[src/hdl/assert_macros.svh]
// Assertion macros shared by the torch height control RTL.
// Each macro checks one property on the rising clock edge, disabled in reset.
`ifndef ASSERT_MACROS_SVH
`define ASSERT_MACROS_SVH

// The expression must never be true.
`define PTC_ASSERT_NEVER(label, clk, rst_n, expr) \
    label: assert property (@(posedge clk) disable iff (!rst_n) !(expr)) \
        else $error("assertion failed");

// Whenever the antecedent holds, the consequent holds in the same cycle.
`define PTC_ASSERT_IMPLIES(label, clk, rst_n, ante, cons) \
    label: assert property (@(posedge clk) disable iff (!rst_n) (ante) |-> (cons)) \
        else $error("assertion failed");

`endif

[src/hdl/ptc_pkg.sv]
// Types and constants for the plasma torch height control block.
// No dependencies; the other modules and the testbench refer to it by scoped names.
package ptc_pkg;

    localparam int TIMER_WIDTH = 16;
    localparam int DLY_W = 15;
    localparam int CMP_W = ((TIMER_WIDTH > DLY_W) ? TIMER_WIDTH : DLY_W) + 1;

    localparam int QUEUE_DEPTH = 2;
    localparam int PTR_W = (QUEUE_DEPTH > 1) ? $clog2(QUEUE_DEPTH) : 1;
    localparam int CNT_W = $clog2(QUEUE_DEPTH + 1);

    localparam int VOLT_W = 10;
    localparam int PROD_W = 26;

    localparam logic [VOLT_W-1:0] SEG1_LIMIT = 10'd403;
    localparam logic [VOLT_W-1:0] SEG2_LIMIT = 10'd830;
    localparam logic [PROD_W-1:0] SEG1_OFS = 26'd44125389;
    localparam logic [PROD_W-1:0] SEG2_OFS = 26'd24614207;
    localparam logic [PROD_W-1:0] SEG3_OFS = 26'd27629978;
    localparam logic [16:0] SEG1_SLOPE = 17'd70462;
    localparam logic [16:0] SEG2_SLOPE = 17'd22050;
    localparam logic [16:0] SEG3_SLOPE = 17'd25369;
    localparam logic [VOLT_W-1:0] MIN_VOLTS = 10'd70;
    localparam logic [DLY_W-1:0] MS_PER_TENTH = 15'd100;

    localparam int CFG_IDX_W = 3;
    localparam int CFG_DATA_W = 10;

    typedef enum logic [CFG_IDX_W-1:0] {
        CFG_TARGET_VOLTAGE = 3'd0,
        CFG_START_DELAY    = 3'd1,
        CFG_POST_DELAY     = 3'd2,
        CFG_HYSTERESIS     = 3'd3,
        CFG_WINDOW_LOW     = 3'd4,
        CFG_WINDOW_HIGH    = 3'd5,
        CFG_REFRESH_DROP   = 3'd6
    } t_cfg_idx;

    typedef struct packed {
        logic [7:0] elapsed_ms;
        logic [9:0] adc_sample;
        logic       torch_pin;
        logic       arc_pin;
        logic       estop_pin;
    } t_in_item;

    typedef struct packed {
        logic       torch_drive;
        logic       arc_ok;
        logic       move_up;
        logic       move_down;
        logic       estop_active;
        logic [9:0] arc_volts;
        logic       arc_detected;
    } t_out_item;

    typedef struct packed {
        logic [7:0]        elapsed_ms;
        logic [VOLT_W-1:0] volts;
        logic              torch_pin;
        logic              arc_pin;
        logic              estop_pin;
    } t_cmd;

    typedef struct packed {
        logic empty;
        logic full;
    } t_q_status;

    typedef struct packed {
        logic [9:0] target_voltage;
        logic [7:0] start_delay_tenths;
        logic [7:0] post_delay_tenths;
        logic [7:0] hysteresis_volts;
        logic [9:0] arc_window_low;
        logic [9:0] arc_window_high;
        logic [7:0] refresh_drop;
    } t_cfg;

endpackage

[src/hdl/plasma_torch_height_control.sv]
// Top level of the plasma torch height control block.
// Depends on ptc_pkg, ptc_front, ptc_queue, ptc_back and assert_macros.svh.
//
// Each input item is one control pass: elapsed milliseconds, a raw ADC arc
// voltage sample and the torch, arc and e-stop pin levels. Each item yields
// exactly one result item with the torch, arc-ok, up, down and e-stop outputs,
// the stored arc voltage and the arc flag.
// Both item channels use valid/ready. The front end converts the sample to
// volts and writes a two-entry queue; the back end updates the control state
// and loads a result register. A result passes through a queue entry and the
// result register; one item per cycle is sustained while the receiver takes
// results, as the back end updates its state for each item that it pops.
// When the receiver stalls, the result register holds, the queue fills, and
// input ready drops once both queue entries are occupied. Users must write
// registers through the write port while the block is idle (not enforced).
// Synchronous reset empties the queue and the result register, loads the
// register defaults and clears the control state.
`include "assert_macros.svh"

module plasma_torch_height_control (
    input  logic                              i_clk,
    input  logic                              i_rst_n,
    input  logic                              i_in_valid,
    output logic                              o_in_ready,
    input  ptc_pkg::t_in_item                 i_in_item,
    output logic                              o_out_valid,
    input  logic                              i_out_ready,
    output ptc_pkg::t_out_item                o_out_item,
    input  logic                              i_cfg_we,
    input  logic [ptc_pkg::CFG_IDX_W-1:0]     i_cfg_index,
    input  logic [ptc_pkg::CFG_DATA_W-1:0]    i_cfg_wdata
);

    ptc_pkg::t_cfg      r_cfg;
    ptc_pkg::t_cmd      push_cmd;
    ptc_pkg::t_cmd      head_cmd;
    ptc_pkg::t_q_status q_status;
    logic               push;
    logic               pop;

    always_ff @(posedge i_clk) begin
        if (!i_rst_n) begin
            r_cfg.target_voltage     <= 10'd140;
            r_cfg.start_delay_tenths <= 8'd10;
            r_cfg.post_delay_tenths  <= 8'd10;
            r_cfg.hysteresis_volts   <= 8'd3;
            r_cfg.arc_window_low     <= 10'd50;
            r_cfg.arc_window_high    <= 10'd250;
            r_cfg.refresh_drop       <= 8'd2;
        end else if (i_cfg_we) begin
            case (ptc_pkg::t_cfg_idx'(i_cfg_index))
                ptc_pkg::CFG_TARGET_VOLTAGE: begin
                    r_cfg.target_voltage <= i_cfg_wdata;
                end
                ptc_pkg::CFG_START_DELAY: begin
                    r_cfg.start_delay_tenths <= i_cfg_wdata[7:0];
                end
                ptc_pkg::CFG_POST_DELAY: begin
                    r_cfg.post_delay_tenths <= i_cfg_wdata[7:0];
                end
                ptc_pkg::CFG_HYSTERESIS: begin
                    r_cfg.hysteresis_volts <= i_cfg_wdata[7:0];
                end
                ptc_pkg::CFG_WINDOW_LOW: begin
                    r_cfg.arc_window_low <= i_cfg_wdata;
                end
                ptc_pkg::CFG_WINDOW_HIGH: begin
                    r_cfg.arc_window_high <= i_cfg_wdata;
                end
                ptc_pkg::CFG_REFRESH_DROP: begin
                    r_cfg.refresh_drop <= i_cfg_wdata[7:0];
                end
                default: begin
                end
            endcase
        end
    end

    ptc_front u_front (
        .i_in_valid (i_in_valid),
        .o_in_ready (o_in_ready),
        .i_in_item  (i_in_item),
        .i_q_status (q_status),
        .o_push     (push),
        .o_cmd      (push_cmd)
    );

    ptc_queue u_queue (
        .i_clk    (i_clk),
        .i_rst_n  (i_rst_n),
        .i_push   (push),
        .i_cmd    (push_cmd),
        .i_pop    (pop),
        .o_head   (head_cmd),
        .o_status (q_status)
    );

    ptc_back u_back (
        .i_clk       (i_clk),
        .i_rst_n     (i_rst_n),
        .i_cfg       (r_cfg),
        .i_head      (head_cmd),
        .i_q_status  (q_status),
        .o_pop       (pop),
        .o_out_valid (o_out_valid),
        .i_out_ready (i_out_ready),
        .o_out_item  (o_out_item)
    );

    `PTC_ASSERT_NEVER(a_up_and_down, i_clk, i_rst_n, o_out_valid && o_out_item.move_up && o_out_item.move_down)
    `PTC_ASSERT_IMPLIES(a_estop_quiet, i_clk, i_rst_n, o_out_valid && o_out_item.estop_active, !o_out_item.torch_drive && !o_out_item.arc_ok && !o_out_item.move_up && !o_out_item.move_down)
    `PTC_ASSERT_IMPLIES(a_move_needs_ok, i_clk, i_rst_n, o_out_valid && (o_out_item.move_up || o_out_item.move_down), o_out_item.arc_ok)
    `PTC_ASSERT_IMPLIES(a_ok_needs_arc, i_clk, i_rst_n, o_out_valid && o_out_item.arc_ok, o_out_item.arc_detected && o_out_item.torch_drive)

endmodule

[src/hdl/ptc_front.sv]
// Front end: accepts input items and converts the ADC sample to volts.
// Depends on ptc_pkg; feeds ptc_queue.
module ptc_front (
    input  logic              i_in_valid,
    output logic              o_in_ready,
    input  ptc_pkg::t_in_item i_in_item,
    input  ptc_pkg::t_q_status i_q_status,
    output logic              o_push,
    output ptc_pkg::t_cmd     o_cmd
);

    logic [ptc_pkg::PROD_W-1:0] ofs;
    logic [16:0]                slope;
    logic [ptc_pkg::PROD_W-1:0] prod;
    logic [ptc_pkg::PROD_W-1:0] diff;
    logic [ptc_pkg::VOLT_W-1:0] volts;

    always_comb begin
        if (i_in_item.adc_sample < ptc_pkg::SEG1_LIMIT) begin
            ofs   = ptc_pkg::SEG1_OFS;
            slope = ptc_pkg::SEG1_SLOPE;
        end else if (i_in_item.adc_sample < ptc_pkg::SEG2_LIMIT) begin
            ofs   = ptc_pkg::SEG2_OFS;
            slope = ptc_pkg::SEG2_SLOPE;
        end else begin
            ofs   = ptc_pkg::SEG3_OFS;
            slope = ptc_pkg::SEG3_SLOPE;
        end
        prod = ptc_pkg::PROD_W'({9'd0, slope} * {16'd0, i_in_item.adc_sample});
        diff = ofs - prod;
        if (prod >= ofs) begin
            volts = '0;
        end else begin
            volts = diff[ptc_pkg::PROD_W-1:16];
        end
        if (volts < ptc_pkg::MIN_VOLTS) begin
            volts = '0;
        end
    end

    assign o_in_ready = !i_q_status.full;
    assign o_push     = i_in_valid && !i_q_status.full;

    always_comb begin
        o_cmd.elapsed_ms = i_in_item.elapsed_ms;
        o_cmd.volts      = volts;
        o_cmd.torch_pin  = i_in_item.torch_pin;
        o_cmd.arc_pin    = i_in_item.arc_pin;
        o_cmd.estop_pin  = i_in_item.estop_pin;
    end

endmodule

[src/hdl/ptc_queue.sv]
// Short queue between the front end and the control back end.
// Depends on ptc_pkg for the entry type and depth.
module ptc_queue (
    input  logic               i_clk,
    input  logic               i_rst_n,
    input  logic               i_push,
    input  ptc_pkg::t_cmd      i_cmd,
    input  logic               i_pop,
    output ptc_pkg::t_cmd      o_head,
    output ptc_pkg::t_q_status o_status
);

    ptc_pkg::t_cmd                r_mem [ptc_pkg::QUEUE_DEPTH];
    logic [ptc_pkg::PTR_W-1:0]    r_wr_ptr;
    logic [ptc_pkg::PTR_W-1:0]    r_rd_ptr;
    logic [ptc_pkg::CNT_W-1:0]    r_count;
    logic [ptc_pkg::PTR_W-1:0]    n_wr_ptr;
    logic [ptc_pkg::PTR_W-1:0]    n_rd_ptr;
    logic [ptc_pkg::CNT_W-1:0]    n_count;

    localparam logic [ptc_pkg::PTR_W-1:0] LAST = ptc_pkg::PTR_W'(ptc_pkg::QUEUE_DEPTH - 1);
    localparam logic [ptc_pkg::CNT_W-1:0] FULL = ptc_pkg::CNT_W'(ptc_pkg::QUEUE_DEPTH);

    always_comb begin
        n_wr_ptr = r_wr_ptr;
        n_rd_ptr = r_rd_ptr;
        n_count  = r_count;
        if (i_push) begin
            n_wr_ptr = (r_wr_ptr == LAST) ? '0 : r_wr_ptr + 1'b1;
        end
        if (i_pop) begin
            n_rd_ptr = (r_rd_ptr == LAST) ? '0 : r_rd_ptr + 1'b1;
        end
        if (i_push && !i_pop) begin
            n_count = r_count + 1'b1;
        end else if (!i_push && i_pop) begin
            n_count = r_count - 1'b1;
        end
    end

    always_ff @(posedge i_clk) begin
        if (!i_rst_n) begin
            r_wr_ptr <= '0;
            r_rd_ptr <= '0;
            r_count  <= '0;
        end else begin
            r_wr_ptr <= n_wr_ptr;
            r_rd_ptr <= n_rd_ptr;
            r_count  <= n_count;
        end
    end

    always_ff @(posedge i_clk) begin
        if (i_push) begin
            r_mem[r_wr_ptr] <= i_cmd;
        end
    end

    assign o_head         = r_mem[r_rd_ptr];
    assign o_status.empty = (r_count == '0);
    assign o_status.full  = (r_count == FULL);

endmodule

[src/hdl/ptc_back.sv]
// Back end: arc detection, delay timing and height regulation state.
// Depends on ptc_pkg; drains ptc_queue into a registered result stage.
module ptc_back (
    input  logic               i_clk,
    input  logic               i_rst_n,
    input  ptc_pkg::t_cfg      i_cfg,
    input  ptc_pkg::t_cmd      i_head,
    input  ptc_pkg::t_q_status i_q_status,
    output logic               o_pop,
    output logic               o_out_valid,
    input  logic               i_out_ready,
    output ptc_pkg::t_out_item o_out_item
);

    logic [ptc_pkg::TIMER_WIDTH-1:0] r_timer;
    logic                            r_arc_pin_last;
    logic                            r_arc_present;
    logic                            r_arc_from_pin;
    logic                            r_delay_pending;
    logic                            r_arc_ok;
    logic                            r_up;
    logic                            r_down;
    logic                            r_torch_out;
    logic [ptc_pkg::VOLT_W-1:0]      r_voltage;
    logic                            r_out_valid;
    ptc_pkg::t_out_item              r_out_item;

    logic [ptc_pkg::TIMER_WIDTH-1:0] n_timer;
    logic                            n_arc_present;
    logic                            n_arc_from_pin;
    logic                            n_delay_pending;
    logic                            n_arc_ok;
    logic                            n_up;
    logic                            n_down;
    logic                            n_torch_out;
    logic [ptc_pkg::VOLT_W-1:0]      n_voltage;

    logic [ptc_pkg::TIMER_WIDTH:0]   tsum;
    logic [ptc_pkg::CMP_W-1:0]       timer_x;
    logic [ptc_pkg::CMP_W-1:0]       start_ms;
    logic [ptc_pkg::CMP_W-1:0]       post_ms;
    logic [ptc_pkg::VOLT_W-1:0]      vdrop;
    logic signed [11:0]              band_hi;
    logic signed [11:0]              band_lo;
    logic signed [11:0]              v_s;

    assign o_pop = !i_q_status.empty && (!r_out_valid || i_out_ready);

    assign start_ms = ptc_pkg::CMP_W'({7'd0, i_cfg.start_delay_tenths} * ptc_pkg::MS_PER_TENTH);
    assign post_ms  = ptc_pkg::CMP_W'({7'd0, i_cfg.post_delay_tenths} * ptc_pkg::MS_PER_TENTH);
    assign band_hi  = $signed({2'b00, i_cfg.target_voltage})
                    + $signed({4'd0, i_cfg.hysteresis_volts});
    assign band_lo  = $signed({2'b00, i_cfg.target_voltage})
                    - $signed({4'd0, i_cfg.hysteresis_volts});

    always_comb begin
        tsum = {1'b0, r_timer}
             + {{(ptc_pkg::TIMER_WIDTH + 1 - 8){1'b0}}, i_head.elapsed_ms};
        n_timer = tsum[ptc_pkg::TIMER_WIDTH] ? '1 : tsum[ptc_pkg::TIMER_WIDTH-1:0];
        n_arc_present   = r_arc_present;
        n_arc_from_pin  = r_arc_from_pin;
        n_delay_pending = r_delay_pending;
        n_arc_ok        = r_arc_ok;
        n_up            = r_up;
        n_down          = r_down;
        n_torch_out     = r_torch_out;

        if (i_head.arc_pin != r_arc_pin_last) begin
            if (i_head.arc_pin) begin
                n_arc_present   = 1'b0;
                n_arc_from_pin  = 1'b0;
                n_delay_pending = 1'b0;
            end else if (i_head.torch_pin) begin
                n_arc_present   = 1'b1;
                n_arc_from_pin  = 1'b1;
                n_delay_pending = 1'b1;
                n_timer         = '0;
            end
        end

        vdrop     = r_voltage - i_head.volts;
        n_voltage = r_voltage;
        if (i_head.volts > r_voltage || vdrop > {2'b00, i_cfg.refresh_drop}) begin
            n_voltage = i_head.volts;
        end
        v_s = $signed({2'b00, n_voltage});

        if (!i_head.estop_pin) begin
            n_torch_out = i_head.torch_pin;
            if (!n_arc_from_pin && i_head.torch_pin) begin
                if (n_voltage >= i_cfg.arc_window_low && n_voltage <= i_cfg.arc_window_high) begin
                    if (!n_arc_present) begin
                        n_arc_present   = 1'b1;
                        n_delay_pending = 1'b1;
                        n_timer         = '0;
                    end
                end else if (n_arc_present) begin
                    n_arc_present   = 1'b0;
                    n_delay_pending = 1'b0;
                end
            end
            timer_x = {{(ptc_pkg::CMP_W - ptc_pkg::TIMER_WIDTH){1'b0}}, n_timer};
            if (n_delay_pending && timer_x > start_ms) begin
                n_delay_pending = 1'b0;
                n_arc_ok        = 1'b1;
                n_timer         = '0;
            end
            if (!n_arc_present || !n_torch_out) begin
                n_arc_ok = 1'b0;
            end
            timer_x = {{(ptc_pkg::CMP_W - ptc_pkg::TIMER_WIDTH){1'b0}}, n_timer};
            if (n_arc_ok && timer_x > post_ms) begin
                if (v_s > band_hi) begin
                    n_up   = 1'b0;
                    n_down = 1'b1;
                end else if (v_s < band_lo) begin
                    n_up   = 1'b1;
                    n_down = 1'b0;
                end else begin
                    n_up   = 1'b0;
                    n_down = 1'b0;
                end
            end else begin
                n_up   = 1'b0;
                n_down = 1'b0;
            end
        end else begin
            timer_x     = '0;
            n_torch_out = 1'b0;
            n_up        = 1'b0;
            n_down      = 1'b0;
            n_arc_ok    = 1'b0;
        end
    end

    always_ff @(posedge i_clk) begin
        if (!i_rst_n) begin
            r_timer         <= '0;
            r_arc_pin_last  <= 1'b1;
            r_arc_present   <= 1'b0;
            r_arc_from_pin  <= 1'b0;
            r_delay_pending <= 1'b0;
            r_arc_ok        <= 1'b0;
            r_up            <= 1'b0;
            r_down          <= 1'b0;
            r_torch_out     <= 1'b0;
            r_voltage       <= '0;
            r_out_valid     <= 1'b0;
        end else begin
            if (o_pop) begin
                r_timer         <= n_timer;
                r_arc_pin_last  <= i_head.arc_pin;
                r_arc_present   <= n_arc_present;
                r_arc_from_pin  <= n_arc_from_pin;
                r_delay_pending <= n_delay_pending;
                r_arc_ok        <= n_arc_ok;
                r_up            <= n_up;
                r_down          <= n_down;
                r_torch_out     <= n_torch_out;
                r_voltage       <= n_voltage;
                r_out_valid     <= 1'b1;
            end else if (i_out_ready) begin
                r_out_valid     <= 1'b0;
            end
        end
    end

    always_ff @(posedge i_clk) begin
        if (o_pop) begin
            r_out_item.torch_drive  <= n_torch_out;
            r_out_item.arc_ok       <= n_arc_ok;
            r_out_item.move_up      <= n_up;
            r_out_item.move_down    <= n_down;
            r_out_item.estop_active <= i_head.estop_pin;
            r_out_item.arc_volts    <= n_voltage;
            r_out_item.arc_detected <= n_arc_present;
        end
    end

    assign o_out_valid = r_out_valid;
    assign o_out_item  = r_out_item;

endmodule

[config.mk]
export PLATFORM = sky130hd
export DESIGN_NAME = plasma_torch_height_control
export DESIGN_NICKNAME = d
export VERILOG_FILES = /design/src/hdl/ptc_pkg.sv /design/src/hdl/plasma_torch_height_control.sv /design/src/hdl/ptc_front.sv /design/src/hdl/ptc_queue.sv /design/src/hdl/ptc_back.sv
export VERILOG_INCLUDE_DIRS = /design/src /design/src/hdl
export SDC_FILE = /design/constraint.sdc
export NUM_CORES = 1
export LEC_CHECK = 0
export BUFFER_PORTS_ARGS = -buffer_cell sky130_fd_sc_hd__buf_4
export CORE_UTILIZATION = 59
export DETAILED_ROUTE_END_ITERATION = 10
export PLACE_DENSITY = 0.76
export SETUP_SLACK_MARGIN = 0.5
export SYNTH_ARGS = -nofsm -noshare
export SYNTH_HDL_FRONTEND = slang
export SYNTH_HIERARCHICAL = 1
export SYNTH_SLANG_ARGS = --single-unit
[constraint.sdc]
create_clock -name i_clk -period 13.2 [get_ports i_clk]
set_input_delay 0.66 -clock i_clk [delete_from_list [all_inputs] [get_ports i_clk]]
set_output_delay 0.66 -clock i_clk [all_outputs]
set_load 0.03 [all_outputs]
**After elaboration in Yosys (flattened, before gate mapping)**

Memories as Yosys holds them, arrays and structs flattened. A register that Yosys moved wholly into a read port is not among the register bits.
Index checks and enable logic that the tools add are counted.
Widths: inputs -> output; s select.

- Mux-type cells: 54
- Multipliers: 3
- Equality and inequality tests: 8
- Reduce and logical (&&, ||, !) cells: 32
- Bitwise gates (word level): 1
- Order comparisons: 12
- $add $sub $neg: 9

Operator list:

| operator | number |
|---|---|
| $mux 16 | 11 |
| $mux 1 | 34 |
| $gt 16x15->1 | 2 |
| $mux 10 | 3 |
| $ge 26x26->1 | 1 |
| $mul 17x10->26 | 1 |
| $mul 8x5->13 const B | 2 |
| $mux 26 | 1 |
| $sub 26x26->26 | 1 |
| $mux 24 | 1 |
| $add 16x8->17 | 1 |
| $mux 17 | 1 |
| $mux 14 | 1 |
| $reduce_and 2->1 | 7 |
| $gt 11x12->1 | 1 |
| $lt 11x12->1 | 1 |
| $add 10x8->11 | 1 |
| $sub 10x8->11 | 1 |
| $ge 10x10->1 | 1 |
| $gt 10x10->1 | 1 |
| $gt 10x8->1 | 1 |
| $le 10x10->1 | 1 |
| $lt 10x10->1 const B | 1 |
| $lt 10x7->1 const B | 1 |
| 20 further kinds | 42 |

- Input port bits: 39
- Output and inout port bits: 18
- Memories: 1
- Bits in writable memories: 42
- Register bits after elaboration: 114
- Logic and storage cells: 145

Memories:

| name | depth | width | read ports | clocked after memory_dff | write ports | RTL line | text |
|---|---|---|---|---|---|---|---|
| u_queue.r_mem | 2 | 21 | 1 | 1 | 1 | ptc_queue.sv:13 | `ptc_pkg::t_cmd r_mem [ptc_pkg::QUEUE_DEPTH];` |

**Depth between registers and ports, before layout**

- Depth after elaboration: 17
- Mapped depth: 48
- Gate-level depth less buffers: 43

**Cells and area by module**

Netlist, hierarchy kept.

Modules (own cells, without submodules):

| module | times used | cells an instance | area an instance (sq um) | sequential area each (sq um) |
|---|---|---|---|---|
| ptc_back | 1 | 863 | 7031.7 | 1121.1 |
| ptc_front | 1 | 628 | 5372.7 | 0.0 |
| plasma_torch_height_control | 1 | 234 | 2439.8 | 1241.2 |
| ptc_queue | 1 | 87 | 1726.7 | 1361.3 |

**Worst setup path before layout**

OpenSTA, ideal clock, no wires.

- Path kind: register to register
- Start: register (tool-made name)
- End: register u_back.r_out_item, in the netlist u_back/o_out_item[12] (data pin)
- Arrival: 8.639 ns
- Setup slack: 4.298 ns
- Path buffers: 5
- Period minus slack after synthesis: 8.902 ns
- Cell stages (with the launch flop): 43
- Cell sequence: dfxtp_1 buf_2 mux2_2 inv_1 ha_1 or4_1 o21ai_0 nor2_1 xor2_1 ha_1 nand4_1 o21ai_0 o311ai_0 or4b_1 buf_4 buf_8 mux2_4 ha_1 [7 not listed] ha_1 a21oi_1 nand2_1 a2111oi_0 a21oi_1 a21boi_0 o21ai_1 nand2_1 buf_2 nor2_1 ha_1 a2111oi_0 o21ai_0 a311oi_1 nor2_1 a21oi_1 o221a_2 nor3_1

RTL lines:

| what | RTL line | text |
|---|---|---|
| end, declared | ptc_back.sv:26 | `ptc_pkg::t_out_item r_out_item;` |

==> metrics.txt <==
status=finished clean; Setup-failing EPs final=0; hold wc startpoint=i_in_item[18]; Final Routed Wirelength=38.77 mm; H-Tree Depth=4; critical path's most frequent cell=nor2_1; unrepaired setup endpoints after global routing=no; uppermost layer routed=met4; crit share post-route=0.8575; WL met3=1.138 mm; Synth async-reset ratio=0; DR pass1 iterations=5; crit-path max FO=24; Seq cells post-synth=157; # hold bufs at CTS=0; largest family of logic cells by synthesized area=adder cells; routed length on met2=approximately 20 mm; Pwr Density=275.8 nW/um^2; die width=169.6 microns; post-synthesis xor/xnor area fraction=0.04100; DR DRC count=0; port bufs=56; largest net degree at the start of global routing=94; initial core utilization=0.6081; remaining antenna violation count=0; CTS resizes=0; DR iter-0 viols=between 700 and 800; Worst path max stage delay=0.93 ns; clock latency on the worst-skew pair=0.43 ns; Via-to-Cell Ratio=5.827; placer congestion estimate=0.9381; Crit Path Class=reg -> reg; max cap viols=0; Gate Count Post-Synth=1812; Overflow after GRT=0; top-area cell type share of the netlist area=0.2069; compound-cell area share of the yosys netlist=0.1412; Clock Skew=roughly 0.010 ns; worst vdd ir=0.0002526 V; relative max-transition margin=0.2004; CP max stage cell=dfxtp_1; cell taking the most area after synthesis=ha_1; Ports=57; die area=28760 sq um; TNS Setup=0 ns; wire length per cell=17.50 microns; CTS root buf=clkbuf_16; Primary FF master, synth=dfxtp_1; ratio of cells with drive above 1 in the final layout=0.09165; number of synthesized flops with an enable pin=58; WP data required=roughly 13 ns; die span in y=~170 microns; fin nets=2230; CTS buffer count=17; Synth Cell Area=16570 sq um; TritonCTS sink count=157; Post-CTS Setup Inserts=0; post-layout power=0.004911 W; Crit path arrival time=11.48 ns; Place WS=around 2.0 ns; worst min-delay path class=in -> reg; CTS tree=built; filler cell count=2281; Avg Inst Size Synth=9.145 sq um; Core Footprint=27250 sq um; crit path launch type=flop; GRT Total Usage=0.2753; DRT met1 WL=16.09 mm; via count=12910; Post-Synth Adder-Cell Area=0.3108; area delta synth->final=7.475%; Worst-Margin Slew=1.194 ns; synth top area cells=ha_1 21%, dfxtp_1 12%, edfxtp_1 11%; Final Max Tran Viols=0; maximum clock rate=88.35 MHz; Simple-Gate Fraction of Synth Area=0.1423; slack of the critical path=1.881 ns; global-route wire length before repair=roughly 63 mm; Hold Fails Final Rpt=0; mux share of post-synthesis cell area=0.06207; Lkg Pwr=8.610 nW; number of global-route vias before repair=12960; Critical Path End Type=flop; Ys Warns=6; Synth cell types=104; Post-DP HPWL=31.00 mm; # rows=60; clk buf depth=2; post-layout minimum cycle time=between 10 and 15 ns; ant diodes=0; Seq/Total Area, Yosys=0.2247; initial antenna violation count=0; clk slew on worst S/H paths=approximately 0.070 ns
-- kinds of logic (layout without fill, tap and decap cells) --
group / Yosys count / count (layout)
AO/OA/AOI/OAI: 337 / 337
XOR/XNOR: 76 / 76
adder cells (fa/ha/maj): 360 / 360
buffers and inverters: 317 / 347
flip-flops: 157 / 157
multiplexers: 97 / 97
other: 2 / 4
AND/OR/NAND/NOR: 466 / 466
-- stage by stage --
stage,hold WS (ns),std cells,cell area [sq um],util
floorplan,0.4239,1814,16580,-
global placement,0.4429,2184,17190,0.6307
CTS,0.3953,2216,17810,0.6535
finish,0.4091,2216,17810,0.6535
global route,0.3969,2216,17810,0.6535
detailed placement,0.4454,2184,17190,0.6307
-- layout by cell type (no fill, tap or decap), drive strengths merged, types with 19 or more instances in the layout --
master    n
a21o     26
a21oi    90
and2     31
buf      61
clkbuf   19
dfxtp    99
edfxtp   58
fa       86
ha      274
inv     256
mux2     31
mux2i    66
nand2   148
nand2b   20
nand3    35
nor2     97
nor2b    42
o21ai    63
xnor2    44
xor2     31
-- power by group --
group	leakage (nW)	switching [W]	total (W)	internal (W)
Sequential	1.36	0.0000673	0.000760	0.000693
Clock	0.298	0.000202	0.000520	0.000318
Combinational	6.95	0.00215	0.00363	0.00148
Total	8.61	0.00242	0.00491	0.00249
-- critical path, delay by kind of cell, from the launching register on --
kind,cells,cell delay [ns]
AND/OR/NAND/NOR,12,3.56
XOR/XNOR,1,0.15
AO/OA/AOI/OAI,16,3.92
multiplexers,2,0.89
buffers and inverters,1,0.06
flip-flops,1,0.93
adder cells (fa/ha/maj),5,1.50
-- cell type report --
class	instances	area [sq um]	share of cell area
timing repair buffer	61	457.9	0.02571
clock buffer	19	432.9	0.02431
tap	372	465.4	0.02613
sequential	157	3724	0.2091
multi-input combinational	1340	11590	0.6506
inverter	254	954.7	0.05360
clock inverter	13	188.9	0.01061
-- worst paths after layout --
check | endpoint | slack (ns) | cells after the start
max | u_back/o_out_item[12] | 1.88 | 37
min | u_queue/r_mem[0][18] | 0.41 | 1
max reg2reg | u_back/o_out_item[12] | 1.88 | 37
min reg2reg | r_cfg[25] | 0.46 | 2
-- metal layers --
| layer | up-vias | GRT usage |
|---|---|---|
| met5 | - | 0 |
| met4 | 0 | 0.1300 |
| met3 | 99 | 0.02729 |
| met2 | 300 | 0.5098 |
| met1 | 6229 | 0.3166 |
| li1 | 6284 | - |
-- state kept, by name, summed over array words and instances, names as in the netlist, 2 cells and up, named ones only --
name,cells
r_cfg,62
u_back/o_out_item,16
u_back/r_timer,16
u_back/r_voltage,10
u_queue/r_count,2
u_queue/r_mem,42
-- cell usage after synthesis (13+ instances only) --
cell,instances
ha_1,274
inv_1,253
nand2_1,147
dfxtp_1,99
nor2_1,95
fa_1,86
a21oi_1,85
mux2i_1,66
edfxtp_1,58
o21ai_0,57
xnor2_1,44
nor2b_1,42
nand3_1,35
xor2_1,31
and2_1,30
clkbuf_1,29
a21o_1,26
mux2_2,26
nand2b_1,20
o21a_1,18
buf_2,15
nand4_1,15
nor3_1,14
a21boi_0,13
No activity file was read; power rests on OpenSTA's default activity.
